==> config.mk <==
export PLATFORM = sky130hd
export DESIGN_NAME = rllr_ctrl
export DESIGN_NICKNAME = d
export VERILOG_FILES = /design/src/rtl/core/rllr_pkg.sv /design/src/rtl/core/rllr_ctrl.sv
export SDC_FILE = /design/constraint.sdc
export NUM_CORES = 1
export LEC_CHECK = 0
export BUFFER_PORTS_ARGS = -buffer_cell sky130_fd_sc_hd__buf_4
export CAP_MARGIN = 40
export CORE_MARGIN = 5
export CORE_UTILIZATION = 50
export DETAILED_ROUTE_END_ITERATION = 12
export PLACE_DENSITY = 0.68
export SETUP_SLACK_MARGIN = 0.3
export SLEW_MARGIN = 20
export SYNTH_ARGS = -nofsm -noshare
export SYNTH_HDL_FRONTEND = slang
export SYNTH_SLANG_ARGS = --single-unit
==> constraint.sdc <==
create_clock -name clk -period 2.95 [get_ports clk]
set_input_delay 0.885 -clock clk [delete_from_list [all_inputs] [get_ports clk]]
set_output_delay 0.885 -clock clk [all_outputs]
set_load 0.02 [all_outputs]
==> src/rtl/core/rllr_pkg.sv <==
package rllr_pkg;

	localparam int unsigned MAX_POINTS_DEF = 64;
	localparam logic [9:0]  PASS_RESET     = 10'd200;

	// Datapath commands issued by the controller.
	localparam logic [3:0] OP_NONE    = 4'd0;
	localparam logic [3:0] OP_LOAD    = 4'd1;
	localparam logic [3:0] OP_CAP_P0  = 4'd2;
	localparam logic [3:0] OP_CAP_P1  = 4'd3;
	localparam logic [3:0] OP_DIFF    = 4'd4;
	localparam logic [3:0] OP_SQ      = 4'd5;
	localparam logic [3:0] OP_ROOT    = 4'd6;
	localparam logic [3:0] OP_ERR     = 4'd7;
	localparam logic [3:0] OP_DIV     = 4'd8;
	localparam logic [3:0] OP_MUL_LO  = 4'd9;
	localparam logic [3:0] OP_MUL_HI  = 4'd10;
	localparam logic [3:0] OP_WB_LINK = 4'd11;
	localparam logic [3:0] OP_WB_LAST = 4'd12;
	localparam logic [3:0] OP_OUT     = 4'd13;

	localparam logic [1:0] AXIS_ACC = 2'd3;

	typedef struct packed {
		logic [3:0] op;
		logic [1:0] axis;
		logic       rd_en;
		logic       last;
	} rllr_cmd_t;

	typedef struct packed {
		logic root_done;
		logic div_done;
		logic out_free;
	} rllr_stat_t;

	function automatic logic [31:0] sat32(input logic signed [36:0] v);
		logic [31:0] r;
		if (v > 37'sh007FFFFFFF)
			r = 32'h7FFF_FFFF;
		else if (v < 37'sh1F80000000)
			r = 32'h8000_0000;
		else
			r = v[31:0];
		return r;
	endfunction

endpackage

==> src/rtl/core/rllr_ctrl.sv <==
module rllr_ctrl import rllr_pkg::*; #(
	parameter int unsigned MAX_POINTS = MAX_POINTS_DEF,
	localparam int unsigned AW = $clog2(MAX_POINTS),
	localparam int unsigned CW = $clog2(MAX_POINTS + 1)
) (
	input  logic          clk,
	input  logic          arst_n,
	input  logic          in_valid,
	output logic          in_stall,
	input  logic          last_in,
	input  logic          cfg_wr_en,
	input  logic [9:0]    cfg_wr_data,
	input  rllr_stat_t    stat,
	output rllr_cmd_t     cmd,
	output logic [AW-1:0] addr
);

	localparam logic [4:0] S_IDLE    = 5'd0;
	localparam logic [4:0] S_P_RD    = 5'd1;
	localparam logic [4:0] S_P_CAP   = 5'd2;
	localparam logic [4:0] S_L_RD    = 5'd3;
	localparam logic [4:0] S_L_CAP   = 5'd4;
	localparam logic [4:0] S_DIFF    = 5'd5;
	localparam logic [4:0] S_SQ      = 5'd6;
	localparam logic [4:0] S_ROOT    = 5'd7;
	localparam logic [4:0] S_ROOT_W  = 5'd8;
	localparam logic [4:0] S_ERR     = 5'd9;
	localparam logic [4:0] S_DIV     = 5'd10;
	localparam logic [4:0] S_DIV_W   = 5'd11;
	localparam logic [4:0] S_MLO     = 5'd12;
	localparam logic [4:0] S_MHI     = 5'd13;
	localparam logic [4:0] S_WB      = 5'd14;
	localparam logic [4:0] S_WL      = 5'd15;
	localparam logic [4:0] S_EMIT_RD = 5'd16;
	localparam logic [4:0] S_EMIT_W  = 5'd17;

	logic [4:0]    state_q, state_d;
	logic [CW-1:0] cnt_q, cnt_d, n_q, n_d;
	logic [AW-1:0] i_q, i_d, j_q, j_d;
	logic [9:0]    pass_q, pass_d, pass_count_q;
	logic [1:0]    axis_q, axis_d;

	assign in_stall = (state_q != S_IDLE);

	always_comb begin
		state_d = state_q;
		cnt_d   = cnt_q;
		n_d     = n_q;
		i_d     = i_q;
		j_d     = j_q;
		pass_d  = pass_q;
		axis_d  = axis_q;
		cmd     = '0;
		addr    = '0;
		case (state_q)
			S_IDLE: begin
				if (in_valid) begin
					// Points beyond the store are dropped, but a last mark still counts.
					if (cnt_q < CW'(MAX_POINTS)) begin
						cmd.op = OP_LOAD;
						addr   = cnt_q[AW-1:0];
						cnt_d  = cnt_q + CW'(1);
					end
					if (last_in) begin
						n_d    = cnt_d;
						pass_d = '0;
						j_d    = '0;
						if (pass_count_q == '0 || n_d == CW'(1))
							state_d = S_EMIT_RD;
						else
							state_d = S_P_RD;
					end
				end
			end
			S_P_RD: begin
				cmd.rd_en = 1'b1;
				state_d   = S_P_CAP;
			end
			S_P_CAP: begin
				cmd.op  = OP_CAP_P0;
				i_d     = '0;
				state_d = S_L_RD;
			end
			S_L_RD: begin
				cmd.rd_en = 1'b1;
				addr      = i_q + AW'(1);
				state_d   = S_L_CAP;
			end
			S_L_CAP: begin
				cmd.op  = OP_CAP_P1;
				state_d = S_DIFF;
			end
			S_DIFF: begin
				cmd.op  = OP_DIFF;
				axis_d  = '0;
				state_d = S_SQ;
			end
			S_SQ: begin
				cmd.op   = OP_SQ;
				cmd.axis = axis_q;
				axis_d   = axis_q + 2'd1;
				if (axis_q == AXIS_ACC)
					state_d = S_ROOT;
			end
			S_ROOT: begin
				cmd.op  = OP_ROOT;
				state_d = S_ROOT_W;
			end
			S_ROOT_W: begin
				if (stat.root_done)
					state_d = S_ERR;
			end
			S_ERR: begin
				cmd.op  = OP_ERR;
				axis_d  = '0;
				state_d = S_DIV;
			end
			S_DIV: begin
				cmd.op   = OP_DIV;
				cmd.axis = axis_q;
				state_d  = S_DIV_W;
			end
			S_DIV_W: begin
				if (stat.div_done)
					state_d = S_MLO;
			end
			S_MLO: begin
				cmd.op   = OP_MUL_LO;
				cmd.axis = axis_q;
				state_d  = S_MHI;
			end
			S_MHI: begin
				cmd.op   = OP_MUL_HI;
				cmd.axis = axis_q;
				if (axis_q == 2'd2) begin
					axis_d  = '0;
					state_d = S_WB;
				end else begin
					axis_d  = axis_q + 2'd1;
					state_d = S_DIV;
				end
			end
			S_WB: begin
				cmd.op = OP_WB_LINK;
				addr   = i_q;
				i_d    = i_q + AW'(1);
				if (CW'(i_q) + CW'(2) == n_q)
					state_d = S_WL;
				else
					state_d = S_L_RD;
			end
			S_WL: begin
				cmd.op = OP_WB_LAST;
				addr   = AW'(n_q - CW'(1));
				pass_d = pass_q + 10'd1;
				if (pass_q + 10'd1 == pass_count_q) begin
					j_d     = '0;
					state_d = S_EMIT_RD;
				end else begin
					state_d = S_P_RD;
				end
			end
			S_EMIT_RD: begin
				cmd.rd_en = 1'b1;
				addr      = j_q;
				state_d   = S_EMIT_W;
			end
			S_EMIT_W: begin
				if (stat.out_free) begin
					cmd.op   = OP_OUT;
					cmd.last = (CW'(j_q) + CW'(1) == n_q);
					if (cmd.last) begin
						cnt_d   = '0;
						state_d = S_IDLE;
					end else begin
						j_d     = j_q + AW'(1);
						state_d = S_EMIT_RD;
					end
				end
			end
			default: state_d = S_IDLE;
		endcase
	end

	always_ff @(posedge clk or negedge arst_n) begin
		if (!arst_n) begin
			state_q      <= S_IDLE;
			cnt_q        <= '0;
			n_q          <= '0;
			i_q          <= '0;
			j_q          <= '0;
			pass_q       <= '0;
			axis_q       <= '0;
			pass_count_q <= PASS_RESET;
		end else begin
			state_q <= state_d;
			cnt_q   <= cnt_d;
			n_q     <= n_d;
			i_q     <= i_d;
			j_q     <= j_d;
			pass_q  <= pass_d;
			axis_q  <= axis_d;
			if (cfg_wr_en)
				pass_count_q <= cfg_wr_data;
		end
	end

endmodule

==> results.ini <==
[power]
p_int_w=0.00243
ir_drop_v=0.000473
power_frac_seq_pct=26.8
netSwitchingFraction_pct=44.8
power_density_mw_per_mm2=836
comb_power_share_pct=61.3
clock_power_share_pct=12.0
leakage_nw=2.12
switchingPower_w=0.00197

[worst_setup_path]
worstPathRequired_ns=2.07
cp_slowest_stage_delay_ns=0.59
critPathMaxFanout=4
critPathKind=flip-flop to output pin
startpoint_type=flip-flop
path_buf_inv=3
worst_setup_path_end_kind=output pin
cp_top_family=simple AND/OR/NAND/NOR gates
worst_path_max_delay_cell=or4b_4
cp_common_cell=buf_6
worst_ep_arrival_time_ns=2.08
cp_cell_sequence=or4b_4 > buf_6 > buf_6 > nor2_4 > nand2_4 > nor2_4 > buf_6

[floorplanning]
fp.dieW_um=100
die_y_um=100
die-area_sq_mm=0.0101
fp.coreArea_sq_mm=0.00809
initial_utilization_pct=50.4
ios=33
fp-row-count=33

[drt]
drtPass1Iterations=5
totalWireLength_um=12200
drt-initial-drc-count=317
drcViolationCount=0
via_count=4196
drtAntennaViolNets=0
wl_per_cell_um=17.9
avgViaCountPerCell=6.19

[placed_design]
dp_cells=632
pre_cts_ws_ns=0.142
place_area_sq_mm=0.00452
port_buffers=32
gp_congestion=0.883
dp_hpwl_um=8150

[timing]
worst_slew_margin_rel_pct=53.9
min_period_ns=2.96
rsz0062_at_grt=yes
worst_slack_ns=-0.0142
setup_viol=1
slew_viol_final=0
post-route-period-util_pct=100
tightest_slew_ns=0.691
timing.fmax_mhz=337
fin_skew_ns=0.0229
final_hold_viol_count=0

[yosys]
syn-cell-area_sq_mm=0.00408
synth_top_flop_cell=dfrtp_1
synthCells=508
yosysWarnings=0
synth_edf_count=0
ys_ff_latch=53
synthTopCellsByArea=dfrtp_1, o21ai_0, nand2_1
synth_cell_types=67
synth_nets=537
synth.avg_cell_area_sq_um=8.03
synthArstFlopShare_pct=100
yosys.area.top_type=dfrtp_1
ys_seq_area_share_pct=32.6
synth_top_area_share_pct=30.7

[global_route]
grt_usage_pct=24.1
overflow=0
grt_pass1_vias=3981
grt_first_pass_wirelength_um=19500
antenna_found_initial=0
grt_max_degree=54

[cts]
clock_sinks=53
cts_buffers=5
cts_tree=yes
cts_root_buffer=clkbuf_8
insertion_delay_ns=0.34
clk_pin_slew_ns=0.10
htree_num_levels=2
cts_buffer_depth=2

[run_status]
violations=setup timing
status=complete, but fails checks

[final_layout]
drive_gt1_share_pct=33.3
design_area_sq_mm=0.00527
finalNetCount=601
final_cells=678
num_antenna_cells=0
area_growth_pct=29.2

[run]
max_cap_viol_count=0

[worst_hold_path]
hold_class=flip-flop to flip-flop

==> stage by stage <==
stage	power (W)	util, %	hold WS, ns	TNS [ns]
3_5_place_dp	0.00326	55.8	0.508	0
5_1_grt	0.00472	65.1	0.550	-0.206
2_1_floorplan	0.00261	-	0.475	0
6_report	0.00440	65.1	0.515	-0.0142
4_1_cts	0.00413	62.3	0.520	0
3_3_place_gp	0.00321	55.8	0.496	0
==> synth_stat cells (3+ instances only) <==
| library cell | n |
|---|---|
| inv_1 | 18 |
| nand4_1 | 5 |
| o22ai_1 | 3 |
| o21a_1 | 3 |
| and3_1 | 8 |
| clkbuf_1 | 33 |
| nand2_1 | 57 |
| a21oi_1 | 25 |
| xor2_1 | 10 |
| or3_1 | 8 |
| dfrtp_1 | 50 |
| nand2b_1 | 7 |
| and2_1 | 3 |
| xnor2_1 | 22 |
| o211ai_1 | 9 |
| nor2b_1 | 5 |
| o21ai_0 | 55 |
| mux2_2 | 12 |
| a22o_1 | 4 |
| nor3b_1 | 6 |
| mux2i_1 | 4 |
| dfstp_2 | 3 |
| and4_1 | 3 |
| ha_1 | 11 |
| a31oi_1 | 11 |
| nand3_1 | 22 |
| nor3_1 | 16 |
| o31ai_1 | 6 |
| nor4_1 | 7 |
| nor2_1 | 29 |
| o32ai_1 | 3 |
| or4_1 | 3 |
| a221oi_1 | 3 |
==> power by group through the flow <==
stage	clock [W]	sequential (W)	combinational, W
finish	0.000527	0.00118	0.00270
global route	0.000563	0.00121	0.00294
CTS	0.000537	0.00117	0.00242
detailed placement	0	0.00118	0.00208
global placement	0	0.00117	0.00204
floorplan	0	0.00104	0.00157
==> layout make-up <==
cell class,instances,area [sq um]
inverters,19,88.8
repair buffers,94,792
fillers,676,2820
flip-flops and latches,53,1350
clock inverters,3,43.8
clock buffers,5,68.8
multi-input cells,399,2800
well taps,105,131
==> worst paths after layout <==
path / from / to / slack (ns) / depth (start not counted)
min: pass_q[9] / pass_q[9] / 0.52 / 1
min reg2reg: pass_q[9] / pass_q[9] / 0.52 / 1
max reg2reg: state_q[3] / j_q[1] / 0.34 / 8
min in group asynchronous: arst_n / n_q[2] / 0.59 / 1
max: state_q[3] / cmd[0] / -0.01 / 7
max in group asynchronous: arst_n / state_q[1] / 1.84 / 1
==> sequential cells by signal, summed over array words and instances (netlist names) <==
| signal | cells |
|---|---|
| state_q | 5 |
| axis_q | 2 |
| i_q | 6 |
| pass_q | 10 |
| n_q | 7 |
| j_q | 6 |
| pass_count_q | 10 |
| cnt_q | 7 |
==> cells by family (layout without fill, tap and decap cells) <==
kind of cell	count (synthesis)	count (layout)	share of synthesized area [%]
buffers and inverters	56	121	5.55
AND/OR/NAND/NOR	191	191	23.9
flip-flops	53	53	32.6
adder cells (fa/ha/maj)	11	11	3.37
AO/OA/AOI/OAI	149	149	23.4
multiplexers	16	16	4.29
XOR/XNOR	32	32	6.87
==> cells in the final DEF (no fill, tap or decap), types with 4 or more instances in the layout <==
| master | Yosys | routed |
|---|---|---|
| buf_4 | 2 | 74 |
| nand2_1 | 57 | 51 |
| o21ai_0 | 55 | 50 |
| dfrtp_1 | 50 | 36 |
| a21oi_1 | 25 | 24 |
| nor2_1 | 29 | 23 |
| xnor2_1 | 22 | 22 |
| nand3_1 | 22 | 19 |
| buf_6 | 1 | 17 |
| inv_1 | 18 | 14 |
| nor3_1 | 16 | 14 |
| dfrtp_2 | 0 | 14 |
| mux2_2 | 12 | 12 |
| a31oi_1 | 11 | 11 |
| xor2_1 | 10 | 10 |
| o211ai_1 | 9 | 9 |
| ha_1 | 11 | 8 |
| nor3b_1 | 6 | 6 |
| nand2b_1 | 7 | 6 |
| and3_1 | 8 | 6 |
| or3_1 | 8 | 6 |
| nor2_4 | 0 | 5 |
| nand4_1 | 5 | 5 |
| nor4_1 | 7 | 5 |
| o31ai_1 | 6 | 5 |
| clkbuf_8 | 0 | 5 |
| o21ai_1 | 0 | 4 |
| a22o_1 | 4 | 4 |
| nor2b_1 | 5 | 4 |
==> what timing repair did <==
action	4_1_cts	5_1_grt
pin swaps	15	22
buffers inserted	24	14
hold buffers	0	0
setup endpoints to repair	13	21
resized for setup	67	37
==> metal layers <==
metal	up-vias	track usage, %	wire length (um)
met4	0	8.19	257
met2	183	40.1	5890
li1	1983	-	-
met1	2001	31.9	5140
met3	29	3.75	874
met5	-	0	0
No activity file was read; power rests on OpenSTA's default activity.
